==> config.mk <==
export PLATFORM = sky130hd
export DESIGN_NAME = shunting_yard_rpn_converter
export DESIGN_NICKNAME = d
export VERILOG_FILES = /design/src/rtl/syr_pkg.sv /design/src/rtl/syr_front.sv /design/src/rtl/syr_back.sv /design/src/rtl/shunting_yard_rpn_converter.sv
export SDC_FILE = /design/constraint.sdc
export NUM_CORES = 1
export LEC_CHECK = 0
export BUFFER_PORTS_ARGS = -buffer_cell sky130_fd_sc_hd__buf_2
export CAP_MARGIN = 20
export CORE_MARGIN = 1.5
export CORE_UTILIZATION = 60
export DETAILED_ROUTE_END_ITERATION = 16
export PLACE_DENSITY = 0.76
export SETUP_SLACK_MARGIN = 0.15
export SYNTH_ARGS = -nofsm -noshare
export SYNTH_HDL_FRONTEND = slang
export SYNTH_HIERARCHICAL = 1
export SYNTH_SLANG_ARGS = --single-unit
==> constraint.sdc <==
create_clock -name i_clk -period 15.8 [get_ports i_clk]
set_input_delay 3.95 -clock i_clk [delete_from_list [all_inputs] [get_ports i_clk]]
set_output_delay 3.95 -clock i_clk [all_outputs]
set_load 0.1 [all_outputs]
==> src/rtl/syr_pkg.sv <==
// Shared types, codes and helpers for the shunting-yard infix-to-postfix converter.
// Used by syr_front, syr_back and the top level; depends on nothing.
package syr_pkg;

    // Sizes.
    localparam int STACK_DEPTH  = 32;
    localparam int PAYLOAD_BITS = 32;
    localparam int CNT_W        = $clog2(STACK_DEPTH + 1);
    localparam int ADDR_W       = $clog2(STACK_DEPTH);
    localparam int QUEUE_DEPTH  = 2;
    localparam int QPTR_W       = $clog2(QUEUE_DEPTH);
    localparam int QCNT_W       = $clog2(QUEUE_DEPTH + 1);

    // Token kinds.
    localparam logic [3:0] K_NUM   = 4'd0;
    localparam logic [3:0] K_IDENT = 4'd1;
    localparam logic [3:0] K_FUNC  = 4'd2;
    localparam logic [3:0] K_COMMA = 4'd3;
    localparam logic [3:0] K_OPER  = 4'd4;
    localparam logic [3:0] K_LPAR  = 4'd5;
    localparam logic [3:0] K_RPAR  = 4'd6;
    localparam logic [3:0] K_EQUAL = 4'd7;
    localparam logic [3:0] K_END   = 4'd8;

    // Operator codes.
    localparam logic [2:0] OP_PLUS  = 3'd0;
    localparam logic [2:0] OP_MINUS = 3'd1;
    localparam logic [2:0] OP_MUL   = 3'd2;
    localparam logic [2:0] OP_DIV   = 3'd3;
    localparam logic [2:0] OP_POW   = 3'd4;

    // Result status codes.
    localparam logic [2:0] ST_TOKEN    = 3'd0;
    localparam logic [2:0] ST_OK       = 3'd1;
    localparam logic [2:0] ST_SEP      = 3'd2;
    localparam logic [2:0] ST_NO_OPEN  = 3'd3;
    localparam logic [2:0] ST_NO_CLOSE = 3'd4;
    localparam logic [2:0] ST_BAD      = 3'd5;
    localparam logic [2:0] ST_OVERFLOW = 3'd6;

    // What the back end has to do with a token.
    typedef enum logic [2:0] {
        CL_EMIT,
        CL_PUSH,
        CL_COMMA,
        CL_OPER,
        CL_LPAR,
        CL_RPAR,
        CL_END,
        CL_BAD
    } t_cls;

    // One operator stack entry.
    typedef struct packed {
        logic [3:0]              kind;
        logic [2:0]              op;
        logic [PAYLOAD_BITS-1:0] payload;
    } t_entry;

    // A classified token as it travels through the queue.
    typedef struct packed {
        t_cls       cls;
        logic [1:0] prec;
        logic       right;
        t_entry     ent;
    } t_tok;

    // One result item.
    typedef struct packed {
        logic [2:0]              status;
        logic [3:0]              kind;
        logic [2:0]              op;
        logic [PAYLOAD_BITS-1:0] payload;
        logic                    last;
    } t_result;

    // Operator precedence: 1 for + and -, 2 for * and /, 3 for ^, 0 otherwise.
    function automatic logic [1:0] prec_of(input logic [2:0] op);
        logic [1:0] p;
        unique case (op)
            OP_PLUS, OP_MINUS: p = 2'd1;
            OP_MUL, OP_DIV:    p = 2'd2;
            OP_POW:            p = 2'd3;
            default:           p = 2'd0;
        endcase
        return p;
    endfunction

endpackage

==> src/rtl/syr_front.sv <==
// Front end: accepts input beats, classifies each token and holds it in a short queue.
// Depends on syr_pkg.
module syr_front
    import syr_pkg::*;
(
    input  logic                    i_clk,
    input  logic                    i_rst_n,
    input  logic                    i_valid,
    output logic                    o_stall,
    input  logic [3:0]              i_func,
    input  logic [2:0]              i_op_kind,
    input  logic [PAYLOAD_BITS-1:0] i_payload,
    output logic                    o_q_valid,
    output t_tok                    o_q_tok,
    input  logic                    i_q_take
);

    t_tok              r_q [QUEUE_DEPTH];
    logic [QPTR_W-1:0] r_wr_ptr;
    logic [QPTR_W-1:0] r_rd_ptr;
    logic [QCNT_W-1:0] r_q_cnt;
    t_tok              cls_tok;
    logic              wr_en;
    logic              rd_en;

    // Classify the incoming token.
    always_comb begin
        cls_tok.ent.kind    = i_func;
        cls_tok.ent.op      = i_op_kind;
        cls_tok.ent.payload = i_payload;
        cls_tok.prec        = prec_of(i_op_kind);
        cls_tok.right       = (i_op_kind == OP_POW);
        unique case (i_func)
            K_NUM, K_IDENT, K_EQUAL: cls_tok.cls = CL_EMIT;
            K_FUNC:                  cls_tok.cls = CL_PUSH;
            K_COMMA:                 cls_tok.cls = CL_COMMA;
            K_OPER:                  cls_tok.cls = CL_OPER;
            K_LPAR:                  cls_tok.cls = CL_LPAR;
            K_RPAR:                  cls_tok.cls = CL_RPAR;
            K_END:                   cls_tok.cls = CL_END;
            default:                 cls_tok.cls = CL_BAD;
        endcase
    end

    // Queue handshake: stall only when full.
    assign o_stall   = (r_q_cnt == QCNT_W'(QUEUE_DEPTH));
    assign wr_en     = i_valid && !o_stall;
    assign o_q_valid = (r_q_cnt != '0);
    assign rd_en     = o_q_valid && i_q_take;
    assign o_q_tok   = r_q[r_rd_ptr];

    // Queue storage.
    always_ff @(posedge i_clk) begin
        if (wr_en) begin
            r_q[r_wr_ptr] <= cls_tok;
        end
    end

    // Queue pointers and fill count.
    always_ff @(posedge i_clk) begin
        if (!i_rst_n) begin
            r_wr_ptr <= '0;
            r_rd_ptr <= '0;
            r_q_cnt  <= '0;
        end else begin
            if (wr_en) begin
                r_wr_ptr <= r_wr_ptr + QPTR_W'(1);
            end
            if (rd_en) begin
                r_rd_ptr <= r_rd_ptr + QPTR_W'(1);
            end
            if (wr_en && !rd_en) begin
                r_q_cnt <= r_q_cnt + QCNT_W'(1);
            end else if (!wr_en && rd_en) begin
                r_q_cnt <= r_q_cnt - QCNT_W'(1);
            end
        end
    end

    // The fill count never passes the queue depth.
    a_q_bound: assert property (@(posedge i_clk) disable iff (!i_rst_n)
        r_q_cnt <= QCNT_W'(QUEUE_DEPTH))
        else $error("queue fill count beyond depth");

    // A take with an empty queue would lose track of the pointers.
    a_q_take: assert property (@(posedge i_clk) disable iff (!i_rst_n)
        (r_q_cnt == '0) |-> !rd_en)
        else $error("queue read while empty");

    // The pointers differ by exactly the fill count.
    a_q_ptrs: assert property (@(posedge i_clk) disable iff (!i_rst_n)
        (r_wr_ptr - r_rd_ptr) == QPTR_W'(r_q_cnt))
        else $error("queue pointers out of step with fill count");

endmodule

==> src/rtl/syr_back.sv <==
// Back end: sequencer that runs the operator stack and delivers result beats.
// Depends on syr_pkg; fed by syr_front.
module syr_back
    import syr_pkg::*;
(
    input  logic    i_clk,
    input  logic    i_rst_n,
    input  logic    i_q_valid,
    input  t_tok    i_q_tok,
    output logic    o_q_take,
    output logic    o_valid,
    input  logic    i_stall,
    output t_result o_res
);

    typedef enum logic [2:0] {
        S_FETCH,
        S_EXEC,
        S_RPAR,
        S_RFUNC,
        S_DRAIN
    } t_state;

    t_state            r_state, n_state;
    t_tok              r_tok, n_tok;
    logic [CNT_W-1:0]  r_cnt, n_cnt;
    logic [CNT_W-1:0]  r_bal, n_bal;
    logic              r_skip, n_skip;
    logic              r_out_valid;
    t_result           r_out;
    t_entry            r_mem [STACK_DEPTH];
    t_entry            r_top;
    logic              out_free;
    logic              emit;
    t_result           emit_rec;
    logic              push_en;
    logic [ADDR_W-1:0] wr_addr;
    logic [ADDR_W-1:0] rd_addr;
    logic              stk_empty;
    logic              stk_full;
    logic [1:0]        top_prec;
    logic              oper_pops;

    assign out_free  = !r_out_valid || !i_stall;
    assign stk_empty = (r_cnt == '0);
    assign stk_full  = (r_cnt >= CNT_W'(STACK_DEPTH));
    assign top_prec  = prec_of(r_top.op);
    assign oper_pops = !stk_empty && (r_top.kind == K_OPER) &&
                       (r_tok.right ? (r_tok.prec < top_prec) : (r_tok.prec <= top_prec));

    // Sequencer: one stack push or pop, and at most one result, per cycle.
    always_comb begin
        n_state  = r_state;
        n_tok    = r_tok;
        n_cnt    = r_cnt;
        n_bal    = r_bal;
        n_skip   = r_skip;
        o_q_take = 1'b0;
        push_en  = 1'b0;
        emit     = 1'b0;
        emit_rec = '0;
        unique case (r_state)
            S_FETCH: begin
                if (i_q_valid) begin
                    o_q_take = 1'b1;
                    n_tok    = i_q_tok;
                    n_state  = S_EXEC;
                end
            end
            S_EXEC: begin
                if (r_skip) begin
                    // Dropping tokens after an error until the end token.
                    if (r_tok.cls == CL_END) begin
                        n_skip = 1'b0;
                    end
                    n_state = S_FETCH;
                end else begin
                    unique case (r_tok.cls)
                        CL_EMIT: begin
                            if (out_free) begin
                                emit             = 1'b1;
                                emit_rec.status  = ST_TOKEN;
                                emit_rec.kind    = r_tok.ent.kind;
                                emit_rec.op      = r_tok.ent.op;
                                emit_rec.payload = r_tok.ent.payload;
                                n_state          = S_FETCH;
                            end
                        end
                        CL_PUSH, CL_LPAR: begin
                            if (!stk_full) begin
                                push_en = 1'b1;
                                n_cnt   = r_cnt + CNT_W'(1);
                                if (r_tok.cls == CL_LPAR) begin
                                    n_bal = r_bal + CNT_W'(1);
                                end
                                n_state = S_FETCH;
                            end else if (out_free) begin
                                emit            = 1'b1;
                                emit_rec.status = ST_OVERFLOW;
                                emit_rec.last   = 1'b1;
                                n_cnt           = '0;
                                n_bal           = '0;
                                n_skip          = 1'b1;
                                n_state         = S_FETCH;
                            end
                        end
                        CL_COMMA: begin
                            if (!stk_empty && r_top.kind != K_LPAR) begin
                                if (out_free) begin
                                    emit             = 1'b1;
                                    emit_rec.status  = ST_TOKEN;
                                    emit_rec.kind    = r_top.kind;
                                    emit_rec.op      = r_top.op;
                                    emit_rec.payload = r_top.payload;
                                    n_cnt            = r_cnt - CNT_W'(1);
                                end
                            end else if (stk_empty) begin
                                if (out_free) begin
                                    emit            = 1'b1;
                                    emit_rec.status = ST_SEP;
                                    emit_rec.last   = 1'b1;
                                    n_cnt           = '0;
                                    n_bal           = '0;
                                    n_skip          = 1'b1;
                                    n_state         = S_FETCH;
                                end
                            end else begin
                                n_state = S_FETCH;
                            end
                        end
                        CL_OPER: begin
                            if (oper_pops) begin
                                if (out_free) begin
                                    emit             = 1'b1;
                                    emit_rec.status  = ST_TOKEN;
                                    emit_rec.kind    = r_top.kind;
                                    emit_rec.op      = r_top.op;
                                    emit_rec.payload = r_top.payload;
                                    n_cnt            = r_cnt - CNT_W'(1);
                                end
                            end else if (!stk_full) begin
                                push_en = 1'b1;
                                n_cnt   = r_cnt + CNT_W'(1);
                                n_state = S_FETCH;
                            end else if (out_free) begin
                                emit            = 1'b1;
                                emit_rec.status = ST_OVERFLOW;
                                emit_rec.last   = 1'b1;
                                n_cnt           = '0;
                                n_bal           = '0;
                                n_skip          = 1'b1;
                                n_state         = S_FETCH;
                            end
                        end
                        CL_RPAR: begin
                            if (r_bal != '0) begin
                                n_bal   = r_bal - CNT_W'(1);
                                n_state = S_RPAR;
                            end else if (out_free) begin
                                emit            = 1'b1;
                                emit_rec.status = ST_NO_OPEN;
                                emit_rec.last   = 1'b1;
                                n_cnt           = '0;
                                n_bal           = '0;
                                n_skip          = 1'b1;
                                n_state         = S_FETCH;
                            end
                        end
                        CL_END: begin
                            if (r_bal == '0) begin
                                n_state = S_DRAIN;
                            end else if (out_free) begin
                                emit            = 1'b1;
                                emit_rec.status = ST_NO_CLOSE;
                                emit_rec.last   = 1'b1;
                                n_cnt           = '0;
                                n_bal           = '0;
                                n_skip          = 1'b0;
                                n_state         = S_FETCH;
                            end
                        end
                        CL_BAD: begin
                            if (out_free) begin
                                emit            = 1'b1;
                                emit_rec.status = ST_BAD;
                                emit_rec.last   = 1'b1;
                                n_cnt           = '0;
                                n_bal           = '0;
                                n_skip          = 1'b1;
                                n_state         = S_FETCH;
                            end
                        end
                    endcase
                end
            end
            S_RPAR: begin
                // Pop down to the matching open parenthesis.
                if (!stk_empty && r_top.kind != K_LPAR) begin
                    if (out_free) begin
                        emit             = 1'b1;
                        emit_rec.status  = ST_TOKEN;
                        emit_rec.kind    = r_top.kind;
                        emit_rec.op      = r_top.op;
                        emit_rec.payload = r_top.payload;
                        n_cnt            = r_cnt - CNT_W'(1);
                    end
                end else if (stk_empty) begin
                    if (out_free) begin
                        emit            = 1'b1;
                        emit_rec.status = ST_NO_OPEN;
                        emit_rec.last   = 1'b1;
                        n_cnt           = '0;
                        n_bal           = '0;
                        n_skip          = 1'b1;
                        n_state         = S_FETCH;
                    end
                end else begin
                    n_cnt   = r_cnt - CNT_W'(1);
                    n_state = S_RFUNC;
                end
            end
            S_RFUNC: begin
                // A function just under the dropped parenthesis goes out now.
                if (!stk_empty && r_top.kind == K_FUNC) begin
                    if (out_free) begin
                        emit             = 1'b1;
                        emit_rec.status  = ST_TOKEN;
                        emit_rec.kind    = r_top.kind;
                        emit_rec.op      = r_top.op;
                        emit_rec.payload = r_top.payload;
                        n_cnt            = r_cnt - CNT_W'(1);
                        n_state          = S_FETCH;
                    end
                end else begin
                    n_state = S_FETCH;
                end
            end
            S_DRAIN: begin
                // Empty the stack at the end token, then report the outcome.
                if (out_free) begin
                    emit = 1'b1;
                    if (stk_empty) begin
                        emit_rec.status = ST_OK;
                        emit_rec.last   = 1'b1;
                        n_cnt           = '0;
                        n_bal           = '0;
                        n_skip          = 1'b0;
                        n_state         = S_FETCH;
                    end else if (r_top.kind == K_LPAR || r_top.kind == K_RPAR) begin
                        emit_rec.status = ST_NO_CLOSE;
                        emit_rec.last   = 1'b1;
                        n_cnt           = '0;
                        n_bal           = '0;
                        n_skip          = 1'b0;
                        n_state         = S_FETCH;
                    end else begin
                        emit_rec.status  = ST_TOKEN;
                        emit_rec.kind    = r_top.kind;
                        emit_rec.op      = r_top.op;
                        emit_rec.payload = r_top.payload;
                        n_cnt            = r_cnt - CNT_W'(1);
                    end
                end
            end
            default: begin
                n_state = S_FETCH;
            end
        endcase
    end

    // Stack addressing: the top entry is read ahead for the next count.
    assign wr_addr = r_cnt[ADDR_W-1:0];
    assign rd_addr = (n_cnt == '0) ? '0 : ADDR_W'(n_cnt - CNT_W'(1));

    // Stack memory with registered read of the top entry and write forwarding.
    always_ff @(posedge i_clk) begin
        if (push_en) begin
            r_mem[wr_addr] <= r_tok.ent;
        end
        if (push_en && wr_addr == rd_addr) begin
            r_top <= r_tok.ent;
        end else begin
            r_top <= r_mem[rd_addr];
        end
    end

    // State, stack bookkeeping and the output register.
    always_ff @(posedge i_clk) begin
        if (!i_rst_n) begin
            r_state     <= S_FETCH;
            r_cnt       <= '0;
            r_bal       <= '0;
            r_skip      <= 1'b0;
            r_out_valid <= 1'b0;
        end else begin
            r_state <= n_state;
            r_cnt   <= n_cnt;
            r_bal   <= n_bal;
            r_skip  <= n_skip;
            if (emit) begin
                r_out_valid <= 1'b1;
            end else if (!i_stall) begin
                r_out_valid <= 1'b0;
            end
        end
        r_tok <= n_tok;
        if (emit) begin
            r_out <= emit_rec;
        end
    end

    assign o_valid = r_out_valid;
    assign o_res   = r_out;

    // Open parentheses are always a subset of the stack.
    a_bal_le_cnt: assert property (@(posedge i_clk) disable iff (!i_rst_n)
        r_bal <= r_cnt)
        else $error("parenthesis balance exceeds stack count");

    // The stack never grows past its depth.
    a_cnt_bound: assert property (@(posedge i_clk) disable iff (!i_rst_n)
        r_cnt <= CNT_W'(STACK_DEPTH))
        else $error("stack count beyond depth");

    // A final status leaves an empty stack behind.
    a_status_clears: assert property (@(posedge i_clk) disable iff (!i_rst_n)
        (emit && emit_rec.last) |=> (r_cnt == '0 && r_bal == '0))
        else $error("stack not cleared after final status");

    // Nothing is delivered while tokens are being dropped.
    a_skip_silent: assert property (@(posedge i_clk) disable iff (!i_rst_n)
        r_skip |-> !emit)
        else $error("result produced while skipping");

    // A new result is only loaded when the output register can take it.
    a_no_overwrite: assert property (@(posedge i_clk) disable iff (!i_rst_n)
        (r_out_valid && i_stall) |-> !emit)
        else $error("held result overwritten");

endmodule

==> src/rtl/shunting_yard_rpn_converter.sv <==
// Top level of the shunting-yard infix-to-postfix converter.
// Joins syr_front (classify and queue) to syr_back (stack sequencer); uses syr_pkg.
//
//  Channel  Direction  Handshake            Beat fields
//  input    in         i_valid / o_stall    i_func, i_op_kind, i_payload
//  result   out        o_valid / i_stall    o_status, o_out_kind, o_out_op,
//                                           o_out_payload, o_last
//
// A token is written into the queue, from which the back end fetches it into its token
// register; the execute step then handles it, popping stack entries one at a time. A ')'
// then goes through S_RPAR, which pops down to the parenthesis and drops it, and S_RFUNC,
// which checks for a function beneath it; the end token goes through S_DRAIN, which pops
// the stack and then reports the status. The single stack read port sets this pace.
// Reset clears the queue, stack count, parenthesis balance and skip flag at once; the
// stack memory itself is not cleared. Either side may stall without loss: the queue and
// the output register hold their beats.
module shunting_yard_rpn_converter
    import syr_pkg::*;
(
    input  logic                    i_clk,
    input  logic                    i_rst_n,
    input  logic                    i_valid,
    output logic                    o_stall,
    input  logic [3:0]              i_func,
    input  logic [2:0]              i_op_kind,
    input  logic [PAYLOAD_BITS-1:0] i_payload,
    output logic                    o_valid,
    input  logic                    i_stall,
    output logic [2:0]              o_status,
    output logic [3:0]              o_out_kind,
    output logic [2:0]              o_out_op,
    output logic [PAYLOAD_BITS-1:0] o_out_payload,
    output logic                    o_last
);

    logic    q_valid;
    t_tok    q_tok;
    logic    q_take;
    t_result res;

    syr_front u_front (
        .i_clk     (i_clk),
        .i_rst_n   (i_rst_n),
        .i_valid   (i_valid),
        .o_stall   (o_stall),
        .i_func    (i_func),
        .i_op_kind (i_op_kind),
        .i_payload (i_payload),
        .o_q_valid (q_valid),
        .o_q_tok   (q_tok),
        .i_q_take  (q_take)
    );

    syr_back u_back (
        .i_clk     (i_clk),
        .i_rst_n   (i_rst_n),
        .i_q_valid (q_valid),
        .i_q_tok   (q_tok),
        .o_q_take  (q_take),
        .o_valid   (o_valid),
        .i_stall   (i_stall),
        .o_res     (res)
    );

    // Unpack the result beat onto its ports.
    assign o_status      = res.status;
    assign o_out_kind    = res.kind;
    assign o_out_op      = res.op;
    assign o_out_payload = res.payload;
    assign o_last        = res.last;

endmodule

==> metrics.yaml, run 1 <==
power_density_nw_per_um2: 183
min_period_ns: 7.78
nNetsFinal: 2920
arrival_ns: 8.18
vias: 29055
yosys_warnings: 6
routedWlPerCell_um: 33.4
synth_ff_type: "edfxtp_1"
hold_buffers: 0
hold_viol: 0
grt_pass1_wl_mm: 204
antenna_found_initial: 3
clock_sinks: 1453
dp_hpwl_mm: 75.1
fin_crit_sh_pct: 49.2
slew-limit-headroom_pct: 23.0
crit_fanout: 45
die_w_um: 311
path_class: "flip-flop to flip-flop"
cts_setup_buffers: 0
final_cell_mix: "edfxtp_1 (1426), mux4_2 (371), clkbuf_16 (148)"
ys_ff_latch: 1453
ys_seq_area_share_pct: 76.1
num_io_pins: 88
slew_violations: 0
avgViaCountPerCell: 6.87
startpoint_type: "flip-flop"
grt_setup_unrepaired: "no"
numCtsBuffers: 144
required_ns: 16.20
netlist_area_um2: 57000
syn_nets: 2744
slowest_stage: "nor2_4"
slowest_delay_ns: 0.94
place_area_um2: 59100
crit_path_cell_trace: "buf_4 > mux4_2 > mux4_2 > mux2_2 > nor3_1 > a21oi_1 > ha_1 > nor2b_1 > o21ai_0 > o41ai_1 > nor4_1 > a21oi_1 > nor2_1 > nor3_1 > nand2_1 > nor2_4 > buf_4"
first_pass_iters: 6
fillers: 5536
globalplace.congestion: 0.887
initialDrtViolationCount: 3938
syn_avg_cell_area_um2: 21.2
worstMarginPinSlew_ns: 1.16
design_area_um2: 64300
overflow: 0
ant_nets: 0
grt_max_degree: 66
setup-violations-final: 0
drc: 0
area_growth_pct: 12.9
leakage_nw: 20.2
status: "completed"
die_h_um: 311
num_rows: 112
skew_ns: 0.0309
portBuffers: 87
final_common_cell: "edfxtp_1"
max_freq_mhz: 129
synthCells: 2687
drive_gt1_share_pct: 28.8
initial_core_util_pct: 60.8
num_antenna_cells: 0
cts.path.max_buffers: 3
ir_drop_v: 0.000137
grt_util_all_layers_pct: 29.5
root_buffer: "clkbuf_16"
htreeDepth: 4
clk_pin_slew_worst_paths_ns: 0.06
core-area_um2: 93700
critPathBufInv: 2
critical-path-top-delay-family: "simple AND/OR/NAND/NOR gates"
wirelength_mm: 141
grt_pass1_vias: 29512
max_cap_viol_count: 0
setup-tns-final_ns: 0
end_kind: "flip-flop"
ys_types: 75
dieArea_um2: 96800
min_path_type: "flip-flop to flip-flop"
cts_resized: 0
insertion_delay_ns: 0.76
synthArstFlopShare_pct: 0
cts_tree: "built"
synth_edf_count: 1426
[sequential cells by signal (all words and copies together) (netlist names), named ones only]
name / cells
u_back/r_state: 3
u_front/r_q_cnt: 2
u_back/r_tok: 45
u_back/r_cnt: 6
u_back/o_valid: 1
u_front/r_rd_ptr: 1
u_back/o_res: 43
u_front/r_q: 90
u_front/r_wr_ptr: 1
u_back/r_bal: 6
u_back/r_mem: 1248
u_back/r_skip: 1
[worst reg2reg max path, cell delays in order, from the launching register on]
cell and delay [ns]:
dfxtp_4 0.84, buf_4 0.82, mux4_2 0.68, mux4_2 0.47, mux2_2 0.30, nor3_1 0.22, a21oi_1 0.08, ha_1 0.32
nor2b_1 0.13, o21ai_0 0.20, o41ai_1 0.22, nor4_1 0.24, a21oi_1 0.37, nor2_1 0.13, nor3_1 0.35, nand2_1 0.61
nor2_4 0.95, buf_4 0.51
[area by class of cell]
class / count / area (µm²) / share of cell area, %
Sequential cell: 1453 / 43400 / 67.5
Multi-Input combinational cell: 1070 / 13200 / 20.5
Clock buffer: 181 / 3830 / 5.95
Tap cell: 1254 / 1570 / 2.44
Timing Repair Buffer: 175 / 1480 / 2.30
Clock inverter: 80 / 772 / 1.20
Inverter: 19 / 71.3 / 0.111
[path summary, 6_finish.rpt]
path	startpoint	endpoint	slack, ns	depth (start not counted)
setup / recovery	flip-flop	u_back/r_mem[19][36]	8.02	17
hold / removal	u_front/r_q_cnt[1]	u_front/r_q_cnt[1]	0.53	2
setup reg to reg	flip-flop	u_back/r_mem[19][36]	8.02	17
hold reg to reg	u_front/r_q_cnt[1]	u_front/r_q_cnt[1]	0.53	2
[Yosys cell counts (11+ instances only)]
master    number  area (µm²)
buf_1         29         109
o21ai_0       78         390
nor3_1        13        65.1
a22oi_1       18         135
nand2_1      101         379
clkbuf_1     100         375
inv_1         18        67.6
nand3_1       19        95.1
mux4_2       371        8360
dfxtp_1       27         541
nand2b_1      15        93.8
mux2i_1       68         681
a21oi_1       51         255
nor2_1        93         349
nor2b_1       11        68.8
mux2_2        50         563
ha_1          14         175
edfxtp_1    1426       42800
[metrics by stage]
stage	instances	total power [mW]	util (%)	hold slack, ns	worst slack (ns)
detailed placement	3947	8.31	63.1	0.514	8.09
CTS	4208	11.7	68.0	0.533	8.01
floorplan	2687	7.33	-	0.479	8.75
global route	4232	12.1	68.6	0.559	7.60
finish	4232	11.8	68.6	0.531	8.02
global placement	3947	8.24	63.1	0.492	8.23
[logic make-up after synthesis]
family	share of synthesized area [%]
AOI/OAI and AO/OA	2.63
xor gates and xnor gates	0.215
adders and majority gates	0.308
buffers and inverters	1.17
DFF	76.1
muxes	16.9
and+or+nand+nor	2.66
[routing by layer]
layer	GRT usage (%)	wire length, µm	vias to the layer above
li1	-	-	11581
met5	0	7	-
met2	48.5	70900	1998
met4	9.58	4510	2
met1	40.0	51300	15176
met3	6.15	14700	298
[report_power, final]
group	total [mW]	switching (mW)	internal [mW]
clock	3.36	1.43	1.92
sequential	5.18	0.372	4.80
combinational	3.22	1.85	1.37
total	11.8	3.65	8.10
No activity file was read; power rests on OpenSTA's default activity.
==> inputs of run 2 (changes only) <==
==> constraint.sdc (replaced) <==
create_clock -name i_clk -period 8.04 [get_ports i_clk]
set_input_delay 2.01 -clock i_clk [delete_from_list [all_inputs] [get_ports i_clk]]
set_output_delay 2.01 -clock i_clk [all_outputs]
set_load 0.1 [all_outputs]
==> run 2 against run 1 <==
Count of clock-buffer cells in the layout fell by 14. Combinational power increased by 110%. Wire length increased by 4.3%. Cell area up 0.51%. Clock skew is 0.0025 ns lower. Global-route usage up 0.30 points. Die area is the same.
==> metrics.yaml, run 2 (same netlist as run 1, synthesis figures left out) <==
final_cell_mix: "edfxtp_1 (1426), mux4_2 (371), clkbuf_16 (149)"
min_period_ns: 7.27  # -0.510 ns
area_growth_pct: 13.5
first_pass_iters: 6  # unchanged
grt_setup_unrepaired: "no"
htreeDepth: 4  # unchanged
wirelength_mm: 147  # +4.3%
max_cap_viol_count: 0  # unchanged
min_from: "u_front/r_q_cnt[1]"
dieArea_um2: 96800  # unchanged
fin_crit_sh_pct: 90.4  # +41 points
hold_buffers: 0  # unchanged
finalWorstSetupSlack_ns: 0.769  # -7.25 ns
clk_pin_slew_worst_paths_ns: 0.06  # about the same
power_density_nw_per_um2: 362  # +98%
end_kind: "flip-flop"
initial_core_util_pct: 60.8  # unchanged
initialDrtViolationCount: 4172  # +5.9%
num_antenna_cells: 0  # unchanged
globalplace.congestion: 0.914  # +3.0%
cts.path.max_buffers: 3  # unchanged
clock_sinks: 1453  # unchanged
vias: 29453  # +1.4%
largest_reg_flops: 1248  # unchanged
skew_ns: 0.0285  # -0.00249 ns
required_ns: 8.47  # -7.73 ns
grt_util_all_layers_pct: 29.8  # +0.30 points
grt_max_degree: 101  # +53%
regToRegEndpoint: "u_back/r_mem[16][17]"
routedWlPerCell_um: 34.8  # +4.0%
setup-violations-final: 0  # unchanged
max_freq_mhz: 138  # +7.0%
cts_tree: "built"
leakage_nw: 20.3  # +0.64%
crit_fanout: 34  # -24%
arrival_ns: 7.70  # -0.48 ns
die_w_um: 311  # unchanged
hold_end: "u_front/r_q_cnt[1]"
antenna_found_initial: 1  # -2
worst_r2r_path_depth: 16  # -1
min_path_type: "flip-flop to flip-flop"
nNetsFinal: 2934  # +0.48%
status: "completed"
root_buffer: "clkbuf_16"
drive_gt1_share_pct: 29.5  # +0.68 points
dp_hpwl_mm: 80.2  # +6.8%
die_h_um: 311  # unchanged
insertion_delay_ns: 0.76  # about the same
top_register: "u_back/r_mem"
cts_resized: 0  # unchanged
grt_pass1_wl_mm: 206  # +1.0%
fillers: 5487  # -0.89%
final_common_cell: "edfxtp_1"
overflow: 0  # unchanged
worstMarginPinSlew_ns: 1.21  # +0.0506 ns
core-area_um2: 93700  # unchanged
avgViaCountPerCell: 6.94  # +1.2%
holdPathStages: 2  # unchanged
r2r_slack_ns: 0.77  # -7.25 ns
num_io_pins: 88  # unchanged
path_class: "flip-flop to flip-flop"
drc: 0  # unchanged
pre_cts_slack_ns: 1.20  # -6.88 ns
grt_pass1_vias: 29628  # +0.39%
setup-tns-final_ns: 0  # unchanged
ant_nets: 0  # unchanged
numCtsBuffers: 144  # unchanged
slew_violations: 0  # unchanged
largestRegisters: "u_back/r_mem: 1248 flops, u_front/r_q: 90 flops, u_back/r_tok: 45 flops"
ir_drop_v: 0.000306  # +120%
startpoint_type: "flip-flop"
cts_setup_buffers: 0  # unchanged
portBuffers: 87  # unchanged
hold_viol: 0  # unchanged
slew-limit-headroom_pct: 19.6  # -3.4 points
num_rows: 112  # unchanged
## run 2: changes by cell type in the layout (fill, tap and decap cells not counted), sizes merged
cell	change
buf	+14
clkbuf	-14
clkinv	+6
inv	+4
bufinv	-2
clkinvlp	+1
## run 2: critical path, cell delays in order, from the launching register on
cell,delay (ns)
dfxtp_4,0.82
mux4_2,0.62
mux4_2,0.51
mux2_2,0.33
nor3_1,0.27
a21oi_1,0.08
ha_1,0.31
nor2b_1,0.18
o21ai_0,0.26
o41ai_1,0.18
nor4_1,0.21
a21oi_1,0.28
nor2_1,0.11
nor3_1,0.75
nand2_1,0.73
nor2_4,0.89
buf_12,0.31
## run 2: layout make-up
type | count | area [µm²] | area share (%)
inverters | 19 | 71.3 | 0.110
repair buffers | 189 | 1830 | 2.84
multi-input cells | 1070 | 13200 | 20.4
clock buffers | 167 | 3800 | 5.87
well taps | 1254 | 1570 | 2.43
clock inverters | 89 | 776 | 1.20
flip-flops and latches | 1453 | 43400 | 67.1
## run 2: power breakdown
| group | total [mW] | internal, mW | switching, mW |
|---|---|---|---|
| clock network | 6.59 | 3.72 | 2.87 |
| registers | 10.1 | 9.44 | 0.709 |
| logic | 6.67 | 2.74 | 3.93 |
## run 2: per-stage QoR
step / total power [mW] / area, µm² / cells / hold slack (ns) / utilization, %
after global placement: 16.4 / 59500 / 3962 / 0.495 / 63.5
final: 23.4 / 64600 / 4241 / 0.538 / 68.9
after CTS: 23.1 / 64100 / 4219 / 0.544 / 68.4
after floorplan: 14.4 / 57000 / 2687 / 0.479 / -
after global routing: 24.1 / 64600 / 4241 / 0.551 / 68.9
after detailed placement: 16.6 / 59500 / 3963 / 0.531 / 63.5
## run 2: per-layer routing
metal	global-route usage (%)	vias to the layer above	routed length (µm)
met3	5.23	341	14400
li1	-	11616	-
met2	49.6	2056	75300
met4	10.4	2	5300
met1	40.3	15438	52300
met5	0	-	13
## run 2: how the worst max path moves through the flow
| stage | end | cells past startpoint |
|---|---|---|
| after floorplan | u_back/o_res[0] | 18 |
| after global placement | u_back/r_mem[16][18] | 16 |
| after detailed placement | u_back/r_mem[16][20] | 16 |
| after CTS | u_back/r_mem[16][21] | 16 |
| after global routing | u_back/r_mem[16][21] | 16 |
| final | u_back/r_mem[16][17] | 16 |
